--- config.mk ---
export PLATFORM = sky130hd
export DESIGN_NAME = color_run_end_scanner_core
export DESIGN_NICKNAME = d
export VERILOG_FILES = /design/src/rtl/cres_pkg.sv /design/src/rtl/cres_front.sv /design/src/rtl/cres_queue.sv /design/src/rtl/cres_back.sv /design/src/rtl/color_run_end_scanner_core.sv
export SDC_FILE = /design/constraint.sdc
export NUM_CORES = 1
export LEC_CHECK = 0
export ABC_AREA = 1
export BUFFER_PORTS_ARGS = -buffer_cell sky130_fd_sc_hd__buf_4
export CAP_MARGIN = 25
export CORE_UTILIZATION = 55
export DETAILED_ROUTE_END_ITERATION = 7
export PLACE_DENSITY_LB_ADDON = 0.12
export SYNTH_ARGS = -nofsm -noshare
export SYNTH_HDL_FRONTEND = slang
export SYNTH_SLANG_ARGS = --single-unit
--- constraint.sdc ---
create_clock -name clk -period 4.26 [get_ports clk]
set_clock_uncertainty 0.15 [all_clocks]
set_input_delay 0.639 -clock clk [delete_from_list [all_inputs] [get_ports clk]]
set_output_delay 0.639 -clock clk [all_outputs]
set_load 0.01 [all_outputs]
--- src/rtl/cres_pkg.sv ---
// Shared types and constants for the color run end scanner.
`timescale 1ns / 1ps
package cres_pkg;

	localparam int unsigned LINE_MAX_DEF = 4096;
	localparam int unsigned QUEUE_DEPTH  = 2;
	localparam int unsigned POS_W        = 12;
	localparam int unsigned CFG_IDX_W    = 2;

	localparam logic [CFG_IDX_W-1:0] CFG_BLUE_BELOW  = 2'd0;
	localparam logic [CFG_IDX_W-1:0] CFG_GREEN_BELOW = 2'd1;
	localparam logic [CFG_IDX_W-1:0] CFG_RED_ABOVE   = 2'd2;

	localparam logic [7:0] BLUE_BELOW_RST  = 8'd50;
	localparam logic [7:0] GREEN_BELOW_RST = 8'd50;
	localparam logic [7:0] RED_ABOVE_RST   = 8'd200;

	typedef struct packed {
		logic [7:0] blue_level;
		logic [7:0] green_level;
		logic [7:0] red_level;
		logic       line_last;
	} pix_t;

	typedef struct packed {
		logic [POS_W-1:0] line_number;
		logic             found_two;
		logic [POS_W-1:0] first_end;
		logic [POS_W-1:0] second_end;
	} res_t;

	// classified pixel handed from front to back
	typedef struct packed {
		logic marked;
		logic last;
	} qent_t;

endpackage

--- src/rtl/cres_front.sv ---
// Front end: threshold registers and per-pixel marker classification.
`timescale 1ns / 1ps
module cres_front (
	input  logic                           clk,
	input  logic                           arst_n,
	input  logic                           cfg_valid,
	output logic                           cfg_ready,
	input  logic [cres_pkg::CFG_IDX_W-1:0] cfg_index,
	input  logic [7:0]                     cfg_data,
	input  cres_pkg::pix_t                 pix,
	output cres_pkg::qent_t                ent
);
	import cres_pkg::*;

	logic [7:0] blue_below_q;
	logic [7:0] green_below_q;
	logic [7:0] red_above_q;

	assign cfg_ready = 1'b1;

	always_ff @(posedge clk or negedge arst_n) begin
		if (!arst_n) begin
			blue_below_q  <= BLUE_BELOW_RST;
			green_below_q <= GREEN_BELOW_RST;
			red_above_q   <= RED_ABOVE_RST;
		end else if (cfg_valid) begin
			case (cfg_index)
				CFG_BLUE_BELOW:  blue_below_q  <= cfg_data;
				CFG_GREEN_BELOW: green_below_q <= cfg_data;
				CFG_RED_ABOVE:   red_above_q   <= cfg_data;
				default: ;
			endcase
		end
	end

	// last pixel of a line is never marked
	always_comb begin
		ent.last   = pix.line_last;
		ent.marked = (pix.blue_level < blue_below_q) && (pix.green_level < green_below_q)
			&& (pix.red_level > red_above_q) && !pix.line_last;
	end

endmodule

--- src/rtl/cres_queue.sv ---
// Short queue of classified pixels between front and back.
`timescale 1ns / 1ps
module cres_queue #(
	parameter int unsigned DEPTH = cres_pkg::QUEUE_DEPTH
) (
	input  logic            clk,
	input  logic            arst_n,
	input  logic            push,
	input  cres_pkg::qent_t wr_ent,
	output logic            full,
	input  logic            pop,
	output cres_pkg::qent_t rd_ent,
	output logic            not_empty
);
	import cres_pkg::*;

	localparam int unsigned AW = (DEPTH > 1) ? $clog2(DEPTH) : 1;

	qent_t         mem_q [DEPTH];
	logic [AW-1:0] wr_ptr_q;
	logic [AW-1:0] rd_ptr_q;
	logic [AW:0]   count_q;

	assign full      = (count_q == (AW+1)'(DEPTH));
	assign not_empty = (count_q != '0);
	assign rd_ent    = mem_q[rd_ptr_q];

	always_ff @(posedge clk) begin
		if (push) begin
			mem_q[wr_ptr_q] <= wr_ent;
		end
	end

	always_ff @(posedge clk or negedge arst_n) begin
		if (!arst_n) begin
			wr_ptr_q <= '0;
			rd_ptr_q <= '0;
			count_q  <= '0;
		end else begin
			if (push) begin
				wr_ptr_q <= (wr_ptr_q == AW'(DEPTH-1)) ? '0 : wr_ptr_q + 1'b1;
			end
			if (pop) begin
				rd_ptr_q <= (rd_ptr_q == AW'(DEPTH-1)) ? '0 : rd_ptr_q + 1'b1;
			end
			case ({push, pop})
				2'b10:   count_q <= count_q + 1'b1;
				2'b01:   count_q <= count_q - 1'b1;
				default: ;
			endcase
		end
	end

endmodule

--- src/rtl/cres_back.sv ---
// Back end: run tracking, end capture and the result register.
`timescale 1ns / 1ps
module cres_back #(
	parameter int unsigned LINE_MAX = cres_pkg::LINE_MAX_DEF
) (
	input  logic            clk,
	input  logic            arst_n,
	input  logic            q_not_empty,
	input  cres_pkg::qent_t q_ent,
	output logic            q_pop,
	output logic            res_valid,
	input  logic            res_stall,
	output cres_pkg::res_t  res
);
	import cres_pkg::*;

	localparam int unsigned PW = $clog2(LINE_MAX);

	logic                 in_run_q;
	logic [1:0]           runs_seen_q;
	logic [PW-1:0]        pos_q;
	logic [PW-1:0]        first_q;
	logic [PW-1:0]        second_q;
	logic [POS_W-1:0]     line_count_q;
	logic                 out_valid_q;
	res_t                 out_q;

	logic                 in_run_d;
	logic [1:0]           runs_seen_d;
	logic [PW-1:0]        first_d;
	logic [PW-1:0]        second_d;
	logic [POS_W-1:0]     first_view;
	logic [POS_W-1:0]     second_view;

	// hold off only while a finished result is blocked
	assign q_pop     = q_not_empty && (!out_valid_q || !res_stall);
	assign res_valid = out_valid_q;
	assign res       = out_q;

	always_comb begin
		in_run_d    = in_run_q;
		runs_seen_d = runs_seen_q;
		first_d     = first_q;
		second_d    = second_q;
		if (q_ent.marked) begin
			in_run_d = 1'b1;
		end else if (in_run_q) begin
			in_run_d = 1'b0;
			if (runs_seen_q == 2'd0) begin
				first_d     = pos_q;
				runs_seen_d = 2'd1;
			end else if (runs_seen_q == 2'd1) begin
				second_d    = pos_q;
				runs_seen_d = 2'd2;
			end
		end
	end

	generate
		if (PW >= POS_W) begin : g_trunc
			assign first_view  = first_d[POS_W-1:0];
			assign second_view = second_d[POS_W-1:0];
		end else begin : g_ext
			assign first_view  = {{(POS_W-PW){1'b0}}, first_d};
			assign second_view = {{(POS_W-PW){1'b0}}, second_d};
		end
	endgenerate

	always_ff @(posedge clk) begin
		if (q_pop && q_ent.last) begin
			out_q.line_number <= line_count_q;
			out_q.found_two   <= (runs_seen_d == 2'd2);
			out_q.first_end   <= first_view;
			out_q.second_end  <= second_view;
		end
	end

	always_ff @(posedge clk or negedge arst_n) begin
		if (!arst_n) begin
			in_run_q     <= 1'b0;
			runs_seen_q  <= '0;
			pos_q        <= '0;
			first_q      <= '0;
			second_q     <= '0;
			line_count_q <= '0;
			out_valid_q  <= 1'b0;
		end else begin
			if (q_pop && q_ent.last) begin
				out_valid_q <= 1'b1;
			end else if (!res_stall) begin
				out_valid_q <= 1'b0;
			end
			if (q_pop) begin
				if (q_ent.last) begin
					in_run_q     <= 1'b0;
					runs_seen_q  <= '0;
					pos_q        <= '0;
					first_q      <= '0;
					second_q     <= '0;
					line_count_q <= line_count_q + 1'b1;
				end else begin
					in_run_q    <= in_run_d;
					runs_seen_q <= runs_seen_d;
					first_q     <= first_d;
					second_q    <= second_d;
					// position saturates on overlong lines
					if (pos_q != PW'(LINE_MAX-1)) begin
						pos_q <= pos_q + 1'b1;
					end
				end
			end
		end
	end

endmodule

--- src/rtl/color_run_end_scanner_core.sv ---
// Color run end scanner: top level joining front, queue and back.
// Usage:
//   pix channel (pix_valid/pix_stall, payload pix) takes one pixel per request;
//   pix.line_last marks the final pixel of a line. Each pixel is compared with
//   the three thresholds and its marker class enters a two-entry queue.
//   res channel (res_valid/res_stall, payload res) gives one request per line:
//   line index, found-two flag and the end positions of the first two runs.
//   cfg channel (cfg_valid/cfg_ready, cfg_index, cfg_data) writes thresholds;
//   cfg_ready is always high. Index 0 blue, 1 green, 2 red; index 3 ignored.
// Timing:
//   One pixel per cycle sustained while no result is blocked. A line's result
//   is registered when the back end pops its last pixel from the queue, so
//   res_valid rises once that pixel has passed the queue and the result register.
//   When res_stall holds, the back end stops only while a result waits; the
//   queue then fills and pix_stall rises after at most two more pixels.
// Reset:
//   arst_n clears the queue, run state, line counter and result valid, and
//   loads thresholds of 50 (blue), 50 (green) and 200 (red).
`timescale 1ns / 1ps
module color_run_end_scanner_core #(
	parameter int unsigned LINE_MAX = cres_pkg::LINE_MAX_DEF
) (
	input  logic                           clk,
	input  logic                           arst_n,
	input  logic                           pix_valid,
	output logic                           pix_stall,
	input  cres_pkg::pix_t                 pix,
	output logic                           res_valid,
	input  logic                           res_stall,
	output cres_pkg::res_t                 res,
	input  logic                           cfg_valid,
	output logic                           cfg_ready,
	input  logic [cres_pkg::CFG_IDX_W-1:0] cfg_index,
	input  logic [7:0]                     cfg_data
);
	import cres_pkg::*;

	qent_t front_ent;
	qent_t back_ent;
	logic  q_full;
	logic  q_not_empty;
	logic  q_pop;
	logic  q_push;

	assign pix_stall = q_full;
	assign q_push    = pix_valid && !q_full;

	cres_front u_front (
		.clk       (clk),
		.arst_n    (arst_n),
		.cfg_valid (cfg_valid),
		.cfg_ready (cfg_ready),
		.cfg_index (cfg_index),
		.cfg_data  (cfg_data),
		.pix       (pix),
		.ent       (front_ent)
	);

	cres_queue #(
		.DEPTH (QUEUE_DEPTH)
	) u_queue (
		.clk       (clk),
		.arst_n    (arst_n),
		.push      (q_push),
		.wr_ent    (front_ent),
		.full      (q_full),
		.pop       (q_pop),
		.rd_ent    (back_ent),
		.not_empty (q_not_empty)
	);

	cres_back #(
		.LINE_MAX (LINE_MAX)
	) u_back (
		.clk         (clk),
		.arst_n      (arst_n),
		.q_not_empty (q_not_empty),
		.q_ent       (back_ent),
		.q_pop       (q_pop),
		.res_valid   (res_valid),
		.res_stall   (res_stall),
		.res         (res)
	);

endmodule
# Word level (Yosys, flattened, before mapping)
# Memories as Yosys holds them, arrays and structs flattened.
# Cells that the tools add are included.
# totals
register_bits,117
latch_bits,0
ram_bits,4
romBits,0
inputBits,40
out_inout_bits,40
word_cells,82
memories,1
# mem_list
memory,depth,word_bits,read_ports,rd_ports_with_merged_regs,wr,line_no,source
u_queue.mem_q,2,2,1,0,1,cres_queue.sv:19,qent_t mem_q [DEPTH];
# classes
addsub,6
multipliers,0
div_mod_pow,0
magnitude_cmp,3
n_eq_ne,9
n_shift,0
n_mux,25
bitwise_logic,0
n_reduce_logical,21
# op_table
op,count
$mux W12,11
$add A12 B1 Y12 const B,2
$lt A8 B8 Y1,2
$ne A12 B12 Y1 const B,1
$mux W2,5
$reduce_and A2 Y1,5
$eq A2 B2 Y1 const B,4
$gt A8 B8 Y1,1
$mux W1,8
$eq A2 B1 Y1 const B,3
$logic_and A1 B1 Y1,6
$reduce_bool A2 Y1,3
$logic_not A1 Y1,4
$logic_not A2 Y1,2
$pmux W2 S2,1
$add A1 B1 Y1 const B,2
$add A2 B1 Y2 const B,1
$ne A2 B1 Y1 const B,1
$sub A2 B1 Y2 const B,1
$logic_or A1 B1 Y1,1

# Depth between registers and ports, before layout
# logic_depth
word_depth,6
depth_mapped,11

# By module
# A second synthesis with hierarchy kept.
# hier_totals
hier_cells,650
area_unflattened_um2,6005.8
# by_module_without_submodules
module,n_inst,cells_per_inst,area_each_um2,seq_area_each_um2
cres_back,1,409,4002.6,2412.3
cres_front,1,205,1642.8,611.8
cres_queue,1,34,350.3,220.2
color_run_end_scanner_core,1,2,10.0,0.0

# Worst setup path before layout
# Ideal clock, no wire load.
# synth_timing
path_type,input -> register
start,input port res_stall
end,register u_queue.count_q[1]
setup_time_ns,0.131
arrival_time_ns,1.839
required_ns,3.979
path_slack_ns,2.140
path_stages,8
n_path_buf,1
path_cell_list,nand2_1 o21ai_4 inv_2 clkbuf_1 ha_1 a21oi_1 o21ai_0 xor2_1
# synth_via
elab_chain_cells,5
elab_cells_between_ends,7
# synth_lines
item,line_no,source
start: declaration,color_run_end_scanner_core.sv:29,"input logic res_stall,"
$logic_not A1 Y1 (*),cres_back.sv:36,assign q_pop = q_not_empty && (!out_valid_q || !res_stall);
$logic_or A1 B1 Y1 (*),cres_back.sv:36,
$logic_and A1 B1 Y1 (*),cres_back.sv:36,
via q_pop,color_run_end_scanner_core.sv:42,logic q_pop;
$eq A2 B1 Y1 or $eq A2 B2 Y1 (tied branches),cres_queue.sv:46,"case ({push, pop})"
$pmux W2 S2 or $reduce_bool A2 Y1 (tied branches),n/a,
end signal: assignment,cres_queue.sv:47,2'b10: count_q <= count_q + 1'b1;
end signal: assignment,cres_queue.sv:48,2'b01: count_q <= count_q - 1'b1;
end: declaration,cres_queue.sv:22,logic [AW:0] count_q;
# Mark *: on every way through the listed nets, which the timed path passes. The rest lies on a longest branch.
# A chain may end at the register's enable or synchronous reset.

# Final worst setup path
# layout_timing
start,register u_queue.rd_ptr_q
end,register u_back.line_count_q[8]
# layout_via
elab_chain_cells,2
# layout_lines
item,line_no,source
start: declaration,cres_queue.sv:21,logic [AW-1:0] rd_ptr_q;
start signal: assignment,cres_queue.sv:44,rd_ptr_q <= (rd_ptr_q == AW'(DEPTH-1)) ? '0 : rd_ptr_q + 1'b1;
$mem_v2 Z2 W2,n/a,
$reduce_and A2 Y1 (no source line),n/a,
end signal: assignment,cres_back.sv:100,line_count_q <= line_count_q + 1'b1;
end: declaration,cres_back.sv:24,logic [POS_W-1:0] line_count_q;
# No other way between the ends.

==> results by group <==
Logic synthesis
  • Syn_nets: 726
  • Syn Inst Count: 659
  • Area leader, netlist: dfrtp_1
  • Syn Area/Cell: 9.09 sq um
  • Area share of the largest cell type after synthesis: 29.7%
  • Post-Syn Area: 0.00599 sq mm
  • Seq cells post-synth: 121
  • Sequential fraction of the synthesis area: 54.2%
  • Largest cells by area after synthesis: dfrtp_1 30%, edfxtp_1 21%, nand2_1 11%
  • Yosys Warn Count: 0
  • Netlist cell types: 35

Clock tree
  • CTS tree: done
  • Worst-path clk slew: 0.05 ns
  • H-tree levels: 4
  • Clock sinks: 121
  • CTS Buffer Depth: 2
  • Number of CTS-inserted buffers: 17
  • Post-CTS Resized: 0
  • Clk_lat worst skew: 0.52 ns
  • Post-CTS Setup Inserts: 0
  • Clock root cell: clkbuf_8

Drt
  • Remaining antenna violation count: 0
  • Wire length per cell: 13.8 um
  • DR DRC count: 0
  • DR iter-0 viols: 291
  • Vias per inst: 5.23
  • Pre-antenna DRT Iters: 4
  • Routed vias: 4642
  • Wirelength, routed: 12300 um

GRT
  • Initial antenna violation count: 0
  • Total grt overflow: 0
  • Vias in the first global route: 4462
  • First-pass GRT wire length: 20800 um
  • GR Util All Layers: 24.0%
  • Largest net degree at the start of global routing: 81

Floorplan
  • Ports: 80
  • Core ar.: 0.0105 sq mm
  • Initial Util: 57.2%
  • Die height: 106 um
  • Site Rows: 37
  • Die width: 106 um
  • DIE AREA: 0.0113 sq mm

Worst setup path
  • Setup slack, reg-to-reg: 1.76 ns
  • R2R Path End: u_back.line_count_q[8]
  • Crit Path Class: reg2reg
  • Req. time, crit path: 4.51 ns
  • CP max FO: 33
  • FF-to-FF path depth: 6
  • CP Capture Type: register
  • RR Startpoint: u_queue.rd_ptr_q
  • Worst setup SP type: register
  • CP arrival: 2.75 ns

Timing
  • Setup-failing EPs final: 0
  • Fin crit share: 58.7%
  • Max Freq: 400 MHz
  • Clock period minus worst slack: 2.50 ns
  • Slew headroom: 32.8%
  • Total negative slack: 0 ns
  • Hold Vio Cnt, Final: 0
  • RSZ-0062 raised after global routing: no
  • Pins Over Slew Limit: 0
  • Slew of the pin with the lowest slew margin: 1.00 ns

Hold path
  • Worst min-delay path category: in2reg
  • Hold Path End: u_queue.mem_q[0][0]
  • Hold path depth: 1
  • Hold Crit Start: pix[0]

Final layout
  • Layout cells sized above 1: 16.6%
  • Post-route insts no fill: 888
  • ANT cells: 0
  • Area grow syn2layout: 21.5%
  • Layout Nets: 806

Outcome
  • Run status: finished, final reports clean

Job
  • Max-cap viol count: 0

Placed design
  • Post-DP HPWL: 8350 um
  • GPL Wtd Cong: 0.837
  • Cells after DPL: 854
  • PortBufs: 78

Power
  • Max VDD drop: 0.324 mV
  • Power Density: 642 mW/mm^2
  • LEAKAGE: 3.53 nW
[kinds of logic (layout without fill, tap and decap cells)]
| kind of cell | after synthesis | after routing | share of synthesized area [%] |
|---|---|---|---|
| AO/OA/AOI/OAI | 92 | 92 | 9.17 |
| other | 1 | 1 | 0.0626 |
| XOR/XNOR | 14 | 14 | 2.05 |
| adder cells (fa/ha/maj) | 27 | 27 | 5.64 |
| flip-flops | 121 | 121 | 54.2 |
| AND/OR/NAND/NOR | 286 | 286 | 20.7 |
| buffers and inverters | 118 | 211 | 8.21 |
[how the worst max path moves through the flow]
stage | from | end | slack (ns)
5_1_grt | u_queue.rd_ptr_q | u_back.line_count_q[8] | 1.43
2_1_floorplan | res_stall | u_queue.count_q[1] | 2.14
3_3_place_gp | res_stall | u_back.res[1] | 1.67
4_1_cts | u_queue.rd_ptr_q | u_back.line_count_q[8] | 1.72
6_report | u_queue.rd_ptr_q | u_back.line_count_q[8] | 1.76
3_5_place_dp | res_stall | u_back.line_count_q[8] | 1.59
[layout make-up]
class / instances / area [sq um]
clock inverter: 12 / 179
inverter: 98 / 368
clock buffer: 20 / 425
tap: 136 / 170
multi-input combinational: 420 / 2260
timing repair buffer: 81 / 631
fill: 823 / 3190
sequential: 121 / 3240
[where the power goes]
part           internal [W]  leakage (nW)  switching, W
registers           0.00164          1.43      0.000196
clock network      0.000995         0.294      0.000474
logic              0.000529          1.80      0.000840
total               0.00316          3.53       0.00151
[critical path, cell delays in order (launching register included)]
cell     delay [ns]
dfrtp_1        0.40
nand2_1        0.07
o21ai_1        0.32
nor2_4         0.79
nand3_1        0.31
o21ai_0        0.25
nand2_1        0.08
[through the flow]
step / setup WS [ns] / util [%] / power, W / hold slack (ns) / cell area [sq um]
3_3_place_gp: 1.67 / 63.4 / 0.00316 / 0.312 / 6630
5_1_grt: 1.43 / 69.5 / 0.00496 / 0.167 / 7280
4_1_cts: 1.72 / 69.2 / 0.00470 / 0.164 / 7240
6_report: 1.76 / 69.5 / 0.00467 / 0.176 / 7280
3_5_place_dp: 1.59 / 63.4 / 0.00321 / 0.313 / 6630
2_1_floorplan: 2.14 / - / 0.00271 / 0.193 / 5990
[cell usage after synthesis (all sizes together)]
| library cell | instances |
|---|---|
| nor3 | 2 |
| dfrtp | 71 |
| o211ai | 12 |
| nand3 | 46 |
| a21oi | 6 |
| nand2 | 177 |
| nand3b | 4 |
| clkbuf | 6 |
| nor2 | 38 |
| or2 | 1 |
| dfstp | 9 |
| xor2 | 9 |
| xnor2 | 5 |
| a21o | 1 |
| and2 | 12 |
| ha | 27 |
| nand4 | 5 |
| o21a | 13 |
| o21ai | 59 |
| inv | 98 |
| nor3b | 1 |
| o22ai | 1 |
| edfxtp | 41 |
| buf | 14 |
| conb | 1 |
[repair_timing]
item                       4_1_cts  5_1_grt
setup endpoints to repair        0        0
hold endpoints to repair         0       12
hold buffers                     0        1
[state kept, by name (all words and copies together) (netlist names)]
signal                 cells
u_back.res                37
u_back.first_q            12
u_back.line_count_q       12
u_back.pos_q              12
u_back.second_q           12
u_front.blue_below_q       8
u_front.green_below_q      8
u_front.red_above_q        8
u_queue.mem_q              4
u_back.runs_seen_q         2
u_queue.count_q            2
u_back.in_run_q            1
u_back.res_valid           1
u_queue.rd_ptr_q           1
u_queue.wr_ptr_q           1
[layer usage]
layer / global-route usage [%] / routed length [um] / share of wire (%)
met1: 32.5 / 5630 / 46
met2: 36.9 / 5780 / 47
met3: 5.21 / 613 / 5.0
met4: 11.1 / 267 / 2.2
met5: 0 / 0 / 0
[layout by cell type (no fill, tap or decap), types with 2 or more instances in the layout]
master,n
clkinv_1,5
buf_4,79
clkbuf_16,16
nor2_1,35
clkinv_2,2
xnor2_1,5
o211ai_1,12
dfrtp_1,71
xor2_1,9
edfxtp_1,41
o21a_1,13
and2_1,12
o21ai_4,2
dfstp_2,9
inv_1,96
nand2_2,2
ha_1,27
nor2_4,3
nand4_1,5
a21oi_1,6
nand3b_1,3
inv_2,2
clkbuf_1,3
nand2_1,174
nand3_1,46
o21ai_0,56
nor3_1,2
bufinv_16,5
Note: power is estimated with default switching activity, not from simulation.
